### src/design/linear_interp_resampler_defines.svh
// Assertion helpers used by the resampler top level.
`ifndef LINEAR_INTERP_RESAMPLER_DEFINES_SVH
`define LINEAR_INTERP_RESAMPLER_DEFINES_SVH

// Consequent must hold in the same cycle as the antecedent.
`define LIR_ASSERT_NOW(label, ante, cons, msg) \
    label: assert property (@(posedge clk) disable iff (!rst_n) (ante) |-> (cons)) \
        else $error(msg);

// Consequent must hold in the cycle after the antecedent.
`define LIR_ASSERT_NEXT(label, ante, cons, msg) \
    label: assert property (@(posedge clk) disable iff (!rst_n) (ante) |=> (cons)) \
        else $error(msg);

`endif

### src/design/lir_pkg.sv
`default_nettype none

package lir_pkg;

    localparam int NUM_FIELDS       = 8;
    localparam int SAMPLE_W         = 16;
    localparam int TDATA_W          = NUM_FIELDS * SAMPLE_W;
    localparam int MAX_CHANNELS_DEF = 8;

    localparam int CFG_IDX_W  = 2;
    localparam int CFG_DATA_W = 20;
    localparam int CFG_CH_W   = 4;
    localparam int RATIO_W    = 20;
    localparam int RAMP_W     = 16;

    localparam int PHASE_W = 20;
    localparam int CUR_W   = 28;
    localparam int STEP_W  = 29;

    localparam int RUN_CAP = 64;
    localparam int CNT_W   = $clog2(RUN_CAP);

    localparam int QUEUE_DEPTH = 2;

    localparam int DIV_STEPS = CUR_W;
    localparam int DIV_CNT_W = $clog2(DIV_STEPS);

    localparam logic [PHASE_W-1:0]  ONE_Q16   = PHASE_W'(20'h10000);
    localparam logic [PHASE_W-1:0]  PHASE_MAX = '1;
    localparam logic [CUR_W-1:0]    CUR_MAX   = '1;

    localparam logic [CFG_CH_W-1:0] NUM_CH_RST = CFG_CH_W'(2);
    localparam logic [RATIO_W-1:0]  TARGET_RST = RATIO_W'(65536);
    localparam logic [RAMP_W-1:0]   RAMP_RST   = '0;
    localparam logic [CUR_W-1:0]    CUR_RST    = CUR_W'(28'h100_0000);

    typedef enum logic [CFG_IDX_W-1:0] {
        CFG_NUM_CHANNELS = 2'd0,
        CFG_TARGET_RATIO = 2'd1,
        CFG_RAMP_FRAMES  = 2'd2
    } cfg_index_t;

    typedef struct packed {
        logic               load_only;
        logic [TDATA_W-1:0] samples;
    } frame_entry_t;

    typedef struct packed {
        logic not_empty;
        logic not_full;
    } q_status_t;

    typedef struct packed {
        logic              start;
        logic              negative;
        logic [CUR_W-1:0]  magnitude;
        logic [RAMP_W-1:0] divisor;
    } div_req_t;

    typedef struct packed {
        logic                     busy;
        logic                     done;
        logic signed [STEP_W-1:0] quotient;
    } div_rsp_t;

endpackage

`default_nettype wire

### src/design/linear_interp_resampler.sv
// Each output frame runs its MAX_CHANNELS lanes through the shared multiplier in turn.
// An input item gives N output frames, or none when it only advances the phase;
// a two-entry frame queue lets input run ahead of the engine.
// From idle, an accepted item passes the queue and the MAC, DRAIN and EMIT states to the output.
// A target_ratio write with a nonzero ramp blocks input while the step divides.
// rst_n is asynchronous: it clears the queue, phase, ratio, ramp and registers to defaults.
`default_nettype none

`include "linear_interp_resampler_defines.svh"

module linear_interp_resampler
    import lir_pkg::*;
#(
    parameter int MAX_CHANNELS = MAX_CHANNELS_DEF
)
(
    input  wire logic                  clk,
    input  wire logic                  rst_n,
    input  wire logic                  s_axis_tvalid,
    output logic                       s_axis_tready,
    // sample_0 .. sample_7, 16 bits each, sample_0 in the lowest bits
    input  wire logic [TDATA_W-1:0]    s_axis_tdata,
    output logic                       m_axis_tvalid,
    input  wire logic                  m_axis_tready,
    // out_0 .. out_7, 16 bits each, out_0 in the lowest bits
    output logic [TDATA_W-1:0]         m_axis_tdata,
    output logic                       m_axis_tlast,
    input  wire logic                  cfg_we,
    input  wire logic [CFG_IDX_W-1:0]  cfg_addr,
    input  wire logic [CFG_DATA_W-1:0] cfg_wdata
);

    q_status_t    q_stat;
    frame_entry_t push_entry;
    frame_entry_t head;
    logic         q_push;
    logic         q_pop;
    logic         div_busy;

    lir_front u_front (
        .clk           (clk),
        .rst_n         (rst_n),
        .s_axis_tvalid (s_axis_tvalid),
        .s_axis_tready (s_axis_tready),
        .s_axis_tdata  (s_axis_tdata),
        .hold          (div_busy),
        .q_stat        (q_stat),
        .push          (q_push),
        .push_entry    (push_entry)
    );

    lir_queue u_queue (
        .clk        (clk),
        .rst_n      (rst_n),
        .push       (q_push),
        .push_entry (push_entry),
        .pop        (q_pop),
        .head       (head),
        .q_stat     (q_stat)
    );

    lir_back #(
        .MAX_CHANNELS (MAX_CHANNELS)
    ) u_back (
        .clk           (clk),
        .rst_n         (rst_n),
        .cfg_we        (cfg_we),
        .cfg_addr      (cfg_addr),
        .cfg_wdata     (cfg_wdata),
        .q_stat        (q_stat),
        .head          (head),
        .pop           (q_pop),
        .busy          (div_busy),
        .m_axis_tvalid (m_axis_tvalid),
        .m_axis_tready (m_axis_tready),
        .m_axis_tdata  (m_axis_tdata),
        .m_axis_tlast  (m_axis_tlast)
    );

    `LIR_ASSERT_NOW(a_hold_during_div, div_busy, !s_axis_tready, "input taken while dividing")
    `LIR_ASSERT_NOW(a_no_push_full, q_push, q_stat.not_full, "push into a full queue")
    `LIR_ASSERT_NOW(a_no_pop_empty, q_pop, q_stat.not_empty, "pop from an empty queue")
    `LIR_ASSERT_NEXT(a_push_fills, q_push, q_stat.not_empty, "queue empty after a push")

endmodule

`default_nettype wire

### src/design/lir_div.sv
`default_nettype none

// Restoring divider for the ramp step, one quotient bit per cycle.
module lir_div
    import lir_pkg::*;
(
    input  wire logic     clk,
    input  wire logic     rst_n,
    input  wire div_req_t req,
    output div_rsp_t      rsp
);

    logic                 busy_reg;
    logic                 done_reg;
    logic [DIV_CNT_W-1:0] cnt_reg;
    logic [RAMP_W-1:0]    rem_reg;
    logic [CUR_W-1:0]     dvd_reg;
    logic                 neg_reg;
    logic [RAMP_W-1:0]    dvs_reg;

    logic [RAMP_W:0]      shifted;
    logic                 fits;
    logic [RAMP_W:0]      rem_diff;
    logic [RAMP_W-1:0]    rem_next;
    logic [STEP_W-1:0]    quo_mag;

    always_comb
    begin
        shifted  = {rem_reg, dvd_reg[CUR_W-1]};
        fits     = shifted >= {1'b0, dvs_reg};
        rem_diff = shifted - {1'b0, dvs_reg};
        rem_next = fits ? rem_diff[RAMP_W-1:0] : shifted[RAMP_W-1:0];
        quo_mag  = {1'b0, dvd_reg};
    end

    always_ff @(posedge clk or negedge rst_n)
    begin
        if (!rst_n)
        begin
            busy_reg <= 1'b0;
            done_reg <= 1'b0;
            cnt_reg  <= '0;
        end
        else if (req.start)
        begin
            busy_reg <= 1'b1;
            done_reg <= 1'b0;
            cnt_reg  <= '0;
        end
        else if (busy_reg)
        begin
            cnt_reg <= cnt_reg + 1'b1;
            if (cnt_reg == DIV_CNT_W'(DIV_STEPS - 1))
            begin
                busy_reg <= 1'b0;
                done_reg <= 1'b1;
            end
        end
        else
        begin
            done_reg <= 1'b0;
        end
    end

    always_ff @(posedge clk)
    begin
        if (req.start)
        begin
            rem_reg <= '0;
            dvd_reg <= req.magnitude;
            neg_reg <= req.negative;
            dvs_reg <= req.divisor;
        end
        else if (busy_reg)
        begin
            rem_reg <= rem_next;
            dvd_reg <= {dvd_reg[CUR_W-2:0], fits};
        end
    end

    // The quotient builds up in the dividend register as its bits shift out.
    assign rsp.busy     = busy_reg;
    assign rsp.done     = done_reg;
    assign rsp.quotient = neg_reg ? $signed(-quo_mag) : $signed(quo_mag);

endmodule

`default_nettype wire

### src/design/lir_front.sv
`default_nettype none

// Accepts input frames and tags the first one after reset as load only.
module lir_front
    import lir_pkg::*;
(
    input  wire logic               clk,
    input  wire logic               rst_n,
    input  wire logic               s_axis_tvalid,
    output logic                    s_axis_tready,
    // sample_0 .. sample_7, 16 bits each, sample_0 in the lowest bits
    input  wire logic [TDATA_W-1:0] s_axis_tdata,
    input  wire logic               hold,
    input  wire q_status_t          q_stat,
    output logic                    push,
    output frame_entry_t            push_entry
);

    logic have_prev_reg;

    assign s_axis_tready        = q_stat.not_full && !hold;
    assign push                 = s_axis_tvalid && s_axis_tready;
    assign push_entry.load_only = !have_prev_reg;
    assign push_entry.samples   = s_axis_tdata;

    always_ff @(posedge clk or negedge rst_n)
    begin
        if (!rst_n)
        begin
            have_prev_reg <= 1'b0;
        end
        else if (push)
        begin
            have_prev_reg <= 1'b1;
        end
    end

endmodule

`default_nettype wire

### src/design/lir_queue.sv
`default_nettype none

// Small frame queue between the front and the back.
module lir_queue
    import lir_pkg::*;
(
    input  wire logic         clk,
    input  wire logic         rst_n,
    input  wire logic         push,
    input  wire frame_entry_t push_entry,
    input  wire logic         pop,
    output frame_entry_t      head,
    output q_status_t         q_stat
);

    localparam int PTR_W = (QUEUE_DEPTH > 1) ? $clog2(QUEUE_DEPTH) : 1;
    localparam int CNT_QW = $clog2(QUEUE_DEPTH + 1);
    localparam logic [PTR_W-1:0]  LAST_PTR = PTR_W'(QUEUE_DEPTH - 1);
    localparam logic [CNT_QW-1:0] FULL_CNT = CNT_QW'(QUEUE_DEPTH);

    frame_entry_t        entry_reg [QUEUE_DEPTH];
    logic [PTR_W-1:0]    wr_ptr_reg;
    logic [PTR_W-1:0]    rd_ptr_reg;
    logic [CNT_QW-1:0]   count_reg;

    assign head             = entry_reg[rd_ptr_reg];
    assign q_stat.not_empty = count_reg != '0;
    assign q_stat.not_full  = count_reg != FULL_CNT;

    always_ff @(posedge clk or negedge rst_n)
    begin
        if (!rst_n)
        begin
            wr_ptr_reg <= '0;
            rd_ptr_reg <= '0;
            count_reg  <= '0;
        end
        else
        begin
            if (push)
            begin
                wr_ptr_reg <= (wr_ptr_reg == LAST_PTR) ? '0 : wr_ptr_reg + 1'b1;
            end
            if (pop)
            begin
                rd_ptr_reg <= (rd_ptr_reg == LAST_PTR) ? '0 : rd_ptr_reg + 1'b1;
            end
            if (push && !pop)
            begin
                count_reg <= count_reg + 1'b1;
            end
            else if (pop && !push)
            begin
                count_reg <= count_reg - 1'b1;
            end
        end
    end

    always_ff @(posedge clk)
    begin
        if (push)
        begin
            entry_reg[wr_ptr_reg] <= push_entry;
        end
    end

endmodule

`default_nettype wire

### src/design/lir_back.sv
`default_nettype none

// Interpolation engine: holds the previous frame, the phase and the ratio
// ramp, and works out one channel per cycle on a shared multiplier.
module lir_back
    import lir_pkg::*;
#(
    parameter int MAX_CHANNELS = MAX_CHANNELS_DEF
)
(
    input  wire logic                  clk,
    input  wire logic                  rst_n,
    input  wire logic                  cfg_we,
    input  wire logic [CFG_IDX_W-1:0]  cfg_addr,
    input  wire logic [CFG_DATA_W-1:0] cfg_wdata,
    input  wire q_status_t             q_stat,
    input  wire frame_entry_t          head,
    output logic                       pop,
    output logic                       busy,
    output logic                       m_axis_tvalid,
    input  wire logic                  m_axis_tready,
    // out_0 .. out_7, 16 bits each, out_0 in the lowest bits
    output logic [TDATA_W-1:0]         m_axis_tdata,
    output logic                       m_axis_tlast
);

    localparam int CH_W = (MAX_CHANNELS > 1) ? $clog2(MAX_CHANNELS) : 1;
    localparam logic [CH_W-1:0]     LAST_CH  = CH_W'(MAX_CHANNELS - 1);
    localparam logic [CFG_CH_W-1:0] CH_LIMIT = CFG_CH_W'(MAX_CHANNELS);

    typedef enum logic [2:0] {
        ST_IDLE,
        ST_MAC,
        ST_DRAIN,
        ST_EMIT,
        ST_FINISH
    } state_t;

    state_t                    state_reg;
    logic [CH_W-1:0]           ch_reg;
    logic                      s1_valid_reg;
    logic [CNT_W-1:0]          cnt_reg;
    logic                      out_valid_reg;
    logic                      out_last_reg;
    logic [TDATA_W-1:0]        out_data_reg;

    logic [CFG_CH_W-1:0]       num_ch_reg;
    logic [RATIO_W-1:0]        target_reg;
    logic [RAMP_W-1:0]         ramp_frames_reg;

    logic [PHASE_W-1:0]        phase_reg;
    logic [CUR_W-1:0]          cur_ratio_reg;
    logic signed [STEP_W-1:0]  step_reg;
    logic [RAMP_W-1:0]         ramp_cnt_reg;

    logic signed [SAMPLE_W-1:0] prev_reg [MAX_CHANNELS];
    logic signed [SAMPLE_W-1:0] cur_reg  [MAX_CHANNELS];
    logic signed [SAMPLE_W-1:0] res_reg  [MAX_CHANNELS];

    logic signed [2*SAMPLE_W+1:0] prod_reg;
    logic signed [SAMPLE_W-1:0]   a_reg;
    logic [CH_W-1:0]              idx_reg;

    logic signed [SAMPLE_W-1:0]   head_samples [MAX_CHANNELS];
    logic [CFG_CH_W-1:0]          used_ch;
    logic                         lane_active;
    logic signed [SAMPLE_W-1:0]   cur_s;
    logic signed [SAMPLE_W-1:0]   prev_s;
    logic signed [SAMPLE_W:0]     lane_diff;
    logic signed [SAMPLE_W:0]     lane_frac;
    logic signed [2*SAMPLE_W+1:0] lane_prod;
    logic signed [2*SAMPLE_W+1:0] rounded;
    logic [SAMPLE_W-1:0]          lane_result;
    logic [TDATA_W-1:0]           res_packed;

    logic                         slot_free;
    logic [PHASE_W:0]             phase_sum;
    logic [PHASE_W-1:0]           phase_next;
    logic                         run_more;
    logic [CUR_W-1:0]             goal;
    logic signed [CUR_W+1:0]      ratio_sum;
    logic [CUR_W-1:0]             ratio_clamped;
    logic [CUR_W-1:0]             cur_ratio_next;
    logic [RAMP_W-1:0]            ramp_cnt_next;

    logic [CUR_W:0]               target_diff;
    logic [CUR_W:0]               target_diff_neg;
    logic                         target_write;
    div_req_t                     div_req;
    div_rsp_t                     div_rsp;

    lir_div u_div (
        .clk   (clk),
        .rst_n (rst_n),
        .req   (div_req),
        .rsp   (div_rsp)
    );

    always_comb
    begin
        for (int c = 0; c < MAX_CHANNELS; c++)
        begin
            head_samples[c] = head.samples[c*SAMPLE_W +: SAMPLE_W];
        end

        used_ch     = (num_ch_reg > CH_LIMIT) ? CH_LIMIT : num_ch_reg;
        lane_active = CFG_CH_W'(ch_reg) < used_ch;
        cur_s       = cur_reg[ch_reg];
        prev_s      = prev_reg[ch_reg];
        lane_diff   = {cur_s[SAMPLE_W-1], cur_s} - {prev_s[SAMPLE_W-1], prev_s};
        lane_frac   = {1'b0, phase_reg[SAMPLE_W-1:0]};
        lane_prod   = lane_diff * lane_frac;

        // Round half up at the integer grid of the Q18.16 product; the sum always lands in range.
        rounded     = prod_reg + (2*SAMPLE_W+2)'(32768);
        lane_result = a_reg + rounded[2*SAMPLE_W-1:SAMPLE_W];

        res_packed = '0;
        for (int c = 0; c < MAX_CHANNELS; c++)
        begin
            res_packed[c*SAMPLE_W +: SAMPLE_W] = res_reg[c];
        end
    end

    always_comb
    begin
        slot_free  = !out_valid_reg || m_axis_tready;
        phase_sum  = {1'b0, phase_reg} + {1'b0, cur_ratio_reg[CUR_W-1:8]};
        phase_next = phase_sum[PHASE_W] ? PHASE_MAX : phase_sum[PHASE_W-1:0];
        run_more   = (phase_next < ONE_Q16) && (cnt_reg != CNT_W'(RUN_CAP - 1));

        goal      = {target_reg, 8'h00};
        ratio_sum = $signed({2'b00, cur_ratio_reg}) + $signed({step_reg[STEP_W-1], step_reg});
        if (ratio_sum[CUR_W+1])
        begin
            ratio_clamped = '0;
        end
        else if (ratio_sum[CUR_W])
        begin
            ratio_clamped = CUR_MAX;
        end
        else
        begin
            ratio_clamped = ratio_sum[CUR_W-1:0];
        end

        // The last tick of a ramp lands exactly on the target.
        if (ramp_cnt_reg > RAMP_W'(1))
        begin
            cur_ratio_next = ratio_clamped;
            ramp_cnt_next  = ramp_cnt_reg - 1'b1;
        end
        else
        begin
            cur_ratio_next = goal;
            ramp_cnt_next  = '0;
        end

        target_write     = cfg_we && (cfg_index_t'(cfg_addr) == CFG_TARGET_RATIO);
        target_diff      = {1'b0, cfg_wdata[RATIO_W-1:0], 8'h00} - {1'b0, cur_ratio_reg};
        target_diff_neg  = -target_diff;
        div_req.start    = target_write && (ramp_frames_reg != '0);
        div_req.negative = target_diff[CUR_W];
        div_req.magnitude = target_diff[CUR_W] ? target_diff_neg[CUR_W-1:0]
                                               : target_diff[CUR_W-1:0];
        div_req.divisor  = ramp_frames_reg;
    end

    assign busy          = div_rsp.busy;
    assign pop           = (state_reg == ST_IDLE) && q_stat.not_empty && !div_rsp.busy;
    assign m_axis_tvalid = out_valid_reg;
    assign m_axis_tdata  = out_data_reg;
    assign m_axis_tlast  = out_last_reg;

    always_ff @(posedge clk or negedge rst_n)
    begin
        if (!rst_n)
        begin
            state_reg       <= ST_IDLE;
            ch_reg          <= '0;
            s1_valid_reg    <= 1'b0;
            cnt_reg         <= '0;
            out_valid_reg   <= 1'b0;
            num_ch_reg      <= NUM_CH_RST;
            target_reg      <= TARGET_RST;
            ramp_frames_reg <= RAMP_RST;
            phase_reg       <= '0;
            cur_ratio_reg   <= CUR_RST;
            step_reg        <= '0;
            ramp_cnt_reg    <= '0;
        end
        else
        begin
            s1_valid_reg <= 1'b0;
            // An emit in the same cycle refills the slot instead.
            if (out_valid_reg && m_axis_tready && (state_reg != ST_EMIT))
            begin
                out_valid_reg <= 1'b0;
            end

            case (state_reg)
                ST_IDLE:
                begin
                    if (pop && !head.load_only)
                    begin
                        cnt_reg <= '0;
                        ch_reg  <= '0;
                        state_reg <= (phase_reg < ONE_Q16) ? ST_MAC : ST_FINISH;
                    end
                end
                ST_MAC:
                begin
                    s1_valid_reg <= 1'b1;
                    ch_reg       <= ch_reg + 1'b1;
                    if (ch_reg == LAST_CH)
                    begin
                        state_reg <= ST_DRAIN;
                    end
                end
                ST_DRAIN:
                begin
                    state_reg <= ST_EMIT;
                end
                ST_EMIT:
                begin
                    if (slot_free)
                    begin
                        out_valid_reg <= 1'b1;
                        phase_reg     <= phase_next;
                        cur_ratio_reg <= cur_ratio_next;
                        ramp_cnt_reg  <= ramp_cnt_next;
                        cnt_reg       <= cnt_reg + 1'b1;
                        ch_reg        <= '0;
                        state_reg     <= run_more ? ST_MAC : ST_FINISH;
                    end
                    else
                    begin
                        out_valid_reg <= 1'b1;
                    end
                end
                ST_FINISH:
                begin
                    // A run cut short by the output cap leaves the phase at zero.
                    phase_reg <= (phase_reg >= ONE_Q16) ? phase_reg - ONE_Q16 : '0;
                    state_reg <= ST_IDLE;
                end
                default:
                begin
                    state_reg <= ST_IDLE;
                end
            endcase

            if (div_rsp.done)
            begin
                step_reg <= div_rsp.quotient;
            end

            if (cfg_we)
            begin
                case (cfg_index_t'(cfg_addr))
                    CFG_NUM_CHANNELS:
                    begin
                        num_ch_reg <= cfg_wdata[CFG_CH_W-1:0];
                    end
                    CFG_TARGET_RATIO:
                    begin
                        target_reg   <= cfg_wdata[RATIO_W-1:0];
                        ramp_cnt_reg <= ramp_frames_reg;
                        if (ramp_frames_reg == '0)
                        begin
                            cur_ratio_reg <= {cfg_wdata[RATIO_W-1:0], 8'h00};
                            step_reg      <= '0;
                        end
                    end
                    CFG_RAMP_FRAMES:
                    begin
                        ramp_frames_reg <= cfg_wdata[RAMP_W-1:0];
                    end
                    default:
                    begin
                    end
                endcase
            end
        end
    end

    always_ff @(posedge clk)
    begin
        if (pop)
        begin
            for (int c = 0; c < MAX_CHANNELS; c++)
            begin
                if (head.load_only)
                begin
                    prev_reg[c] <= head_samples[c];
                end
                else
                begin
                    cur_reg[c] <= head_samples[c];
                end
            end
        end
        if (state_reg == ST_FINISH)
        begin
            for (int c = 0; c < MAX_CHANNELS; c++)
            begin
                prev_reg[c] <= cur_reg[c];
            end
        end
        if (state_reg == ST_MAC)
        begin
            prod_reg <= lane_active ? lane_prod : '0;
            a_reg    <= lane_active ? prev_s : '0;
            idx_reg  <= ch_reg;
        end
        if (s1_valid_reg)
        begin
            res_reg[idx_reg] <= lane_result;
        end
        if ((state_reg == ST_EMIT) && slot_free)
        begin
            out_data_reg <= res_packed;
            out_last_reg <= !run_more;
        end
    end

endmodule

`default_nettype wire

### config.mk
export PLATFORM = sky130hd
export DESIGN_NAME = linear_interp_resampler
export DESIGN_NICKNAME = d
export VERILOG_FILES = /design/src/design/lir_pkg.sv /design/src/design/linear_interp_resampler.sv /design/src/design/lir_div.sv /design/src/design/lir_front.sv /design/src/design/lir_queue.sv /design/src/design/lir_back.sv
export VERILOG_INCLUDE_DIRS = /design/src /design/src/design
export SDC_FILE = /design/constraint.sdc
export NUM_CORES = 2
export LEC_CHECK = 0
export BUFFER_PORTS_ARGS = -buffer_cell sky130_fd_sc_hd__buf_2
export CAP_MARGIN = 20
export CORE_UTILIZATION = 45
export CTS_CLUSTER_DIAMETER = 100
export CTS_CLUSTER_SIZE = 25
export DETAILED_ROUTE_END_ITERATION = 7
export HOLD_SLACK_MARGIN = 0.08
export SLEW_MARGIN = 40
export SYNTH_ARGS = -nofsm -noshare
export SYNTH_HDL_FRONTEND = slang
export SYNTH_SLANG_ARGS = --single-unit
### constraint.sdc
create_clock -name clk -period 31.3 [get_ports clk]
set_input_delay 7.825 -clock clk [delete_from_list [all_inputs] [get_ports clk]]
set_output_delay 7.825 -clock clk [all_outputs]
set_load 0.03 [all_outputs]
==> impl_metrics.py <==
metrics = {
    "cts": {
        "cts.repair.resized": 0,
        "cts_setup_buffers": 0,
        "cts_made_buffers": 51,
        "cts_max_path_buffers": 3,
        "cts_root_buffer": "clkbuf_16",
        "cts_tree": "built",
        "insertion_delay_ns": 0.67,
        "cts_hold_buffers": 0,
        "cts_sinks": 1027,
        "clk_pin_slew_worst_paths_ns": 0.10,
        "cts_htree_levels": 2,
    },
    "floorplanning": {
        "io_pins": 286,
        "die_w_um": 357,
        "rows": 129,
        "core_um2": 124000,
        "die_h_um": 357,
        "die_area_um2": 127000,
        "initial_core_util_pct": 45.6,
    },
    "hold_path": {
        "min_delay_path_depth": 0,
        "hp-class": "flip-flop to flip-flop",
        "whs_endpoint": "m_axis_tdata[55]",
        "hold_start": "u_back.res_reg[3][7]",
    },
    "grt": {
        "globalRouteOverflowTotal": 0,
        "grt_pass1_vias": 34900,
        "grt_pass1_wl_um": 208000,
        "grt_max_degree": 97,
        "antenna_found_initial": 3,
        "track_usage_pct": 21.2,
    },
    "timing": {
        "final.period_utilization_pct": 35.8,
        "finClkSkew_ns": 0.0415,
        "relSlewSlack_pct": 40.0,
        "tns_ns": 0,
        "rsz0062_at_grt": "false",
        "whs_ns": 0.403,
        "final_max_slew_viol_count": 0,
        "fin_crit_ns": 11.21,
        "hold_viol": 0,
        "tightest_slew_ns": 0.901,
        "fmax_mhz": 89.2,
        "final-setup-viol-count": 0,
    },
    "worst_setup_path": {
        "crit_path_max_incr_delay_ns": 0.83,
        "crit_fanout": 38,
        "crit-reg2reg-launch": "u_back.ch_reg[0]",
        "ff2ff_setup_slack_ns": 20.09,
        "ff2ff_path_depth": 35,
        "cpMaxStageDelayCell": "dfrtp_4",
        "setup.worst_path.start_class": "flip-flop",
        "cpMostUsedCell": "fa_1",
        "worst_r2r_endpoint": "u_back.prod_reg[30]",
        "end_kind": "flip-flop",
        "worstPathArrival_ns": 11.60,
        "cp_data_required_time_ns": 31.69,
        "worst-setup-path-type": "flip-flop to flip-flop",
        "startpoint": "u_back.ch_reg[0]",
    },
    "drt": {
        "first_iter_violations": 2605,
        "vias_per_cell": 5.47,
        "drc": 0,
        "avgRoutedWirePerCell_um": 21.1,
        "first_pass_iters": 5,
        "num_vias": 34700,
        "drt_wl_total_um": 134000,
        "final_antenna_net_count": 0,
    },
    "synthesis": {
        "ys.flop_type": "edfxtp_1",
        "synthArstFlopShare_pct": 15.5,
        "post-synth-top-count-cell": "edfxtp_1",
        "synth_edf_count": 852,
        "yosysTopAreaCell": "edfxtp_1",
        "seq_area_frac_synth_pct": 52.8,
        "synth_top_area_share_pct": 45.2,
        "synth_nets": 5087,
        "yosysUniqueCellTypes": 98,
        "synth_seq_cells": 1027,
        "synthCells": 4457,
        "syn_area_um2": 56600,
        "synth_area_per_cell_um2": 12.7,
        "yosysWarnings": 0,
        "synth_area_leaders": "edfxtp_1, fa_1, dfrtp_1",
        "ys_top_cells_by_count": "edfxtp_1, inv_1, nand2_1",
    },
    "placed_design": {
        "gp_congestion": 0.893,
        "hpwl_um": 96600,
        "dp_cells": 6252,
        "portBuffers": 285,
    },
    "run_status": {
        "outcome": "finished, final reports clean",
    },
    "cells_and_area": {
        "syn_to_final_growth_pct": 9.15,
        "final_cells": 6336,
        "final_core_util_pct": 49.7,
        "nets": 5300,
        "largest_register_ffs": 258,
        "drive_gt1_share_pct": 18.6,
    },
    "job": {
        "max-cap-violations": 0,
    },
}
critical path, delay by kind of cell (launching register included):
family / cells / cell delay, ns
adders and majority gates: 8 / 3.51
AOI/OAI and AO/OA: 10 / 2.30
and+or+nand+nor: 7 / 2.14
buffers and inverters: 7 / 1.18
DFF: 1 / 0.83
muxes: 2 / 0.79
xor gates and xnor gates: 1 / 0.17
logic make-up after synthesis:
family,after synthesis,synth area share (%)
fa+ha+maj,475,14.0
flops,1027,52.8
buf+inv,619,4.17
xor+xnor,212,3.28
mux,391,8.97
compound gates,647,7.41
simple gates,1086,9.39
final cells by class:
| type | instances | area [um^2] |
|---|---|---|
| antenna | 3 | 7.51 |
| clock buffer | 62 | 1340 |
| clock inverter | 17 | 200 |
| fill | 10900 | 62500 |
| inverter | 431 | 1630 |
| multi-input combinational | 2811 | 24600 |
| sequential | 1027 | 29900 |
| tap | 1637 | 2050 |
| timing repair buffer | 348 | 2070 |
cell usage in the layout, fill, tap and decap left out, types with 45 or more instances in the layout:
master	Yosys	layout
nor2_1	196	187
buf_4	1	45
nand3_1	91	91
mux4_2	64	64
mux2_2	293	293
edfxtp_1	852	852
xnor2_1	137	126
and3_1	46	45
inv_1	429	426
clkbuf_16	0	52
buf_2	8	284
ha_1	210	208
fa_1	265	265
xor2_1	75	74
a21oi_1	148	148
nand2b_1	49	49
o21ai_0	161	160
and2_1	109	108
nand2_1	389	387
dfrtp_1	156	139
a211oi_1	51	50
per-layer routing:
metal  global-route usage (%)  up-vias  routed length (um)
met4                     4.77        0                2750
met3                     2.55      119                6400
met1                     30.1    17500               61400
li1                         -    16200                   -
met5                        0        -                   0
met2                     34.8      848               63500
metrics by stage:
stage               setup slack, ns  cell area, um^2
floorplan                     17.35            56600
global placement              19.94            59900
detailed placement            19.79            60200
CTS                           19.73            61700
global route                  19.03            61800
finish                        20.09            61800
how the worst max path moves through the flow:
stage,to,slack [ns],depth (start not counted)
5_1_grt,u_back.prod_reg[30],19.03,35
4_1_cts,u_back.prod_reg[30],19.73,35
2_1_floorplan,u_queue.entry_reg[0][0],17.35,2
3_5_place_dp,u_back.prod_reg[30],19.79,35
6_report,u_back.prod_reg[30],20.09,35
3_3_place_gp,u_back.prod_reg[30],19.94,35
Power is not shown: default switching activity piles up to over one toggle a cycle in this logic, so the estimate is an artifact.
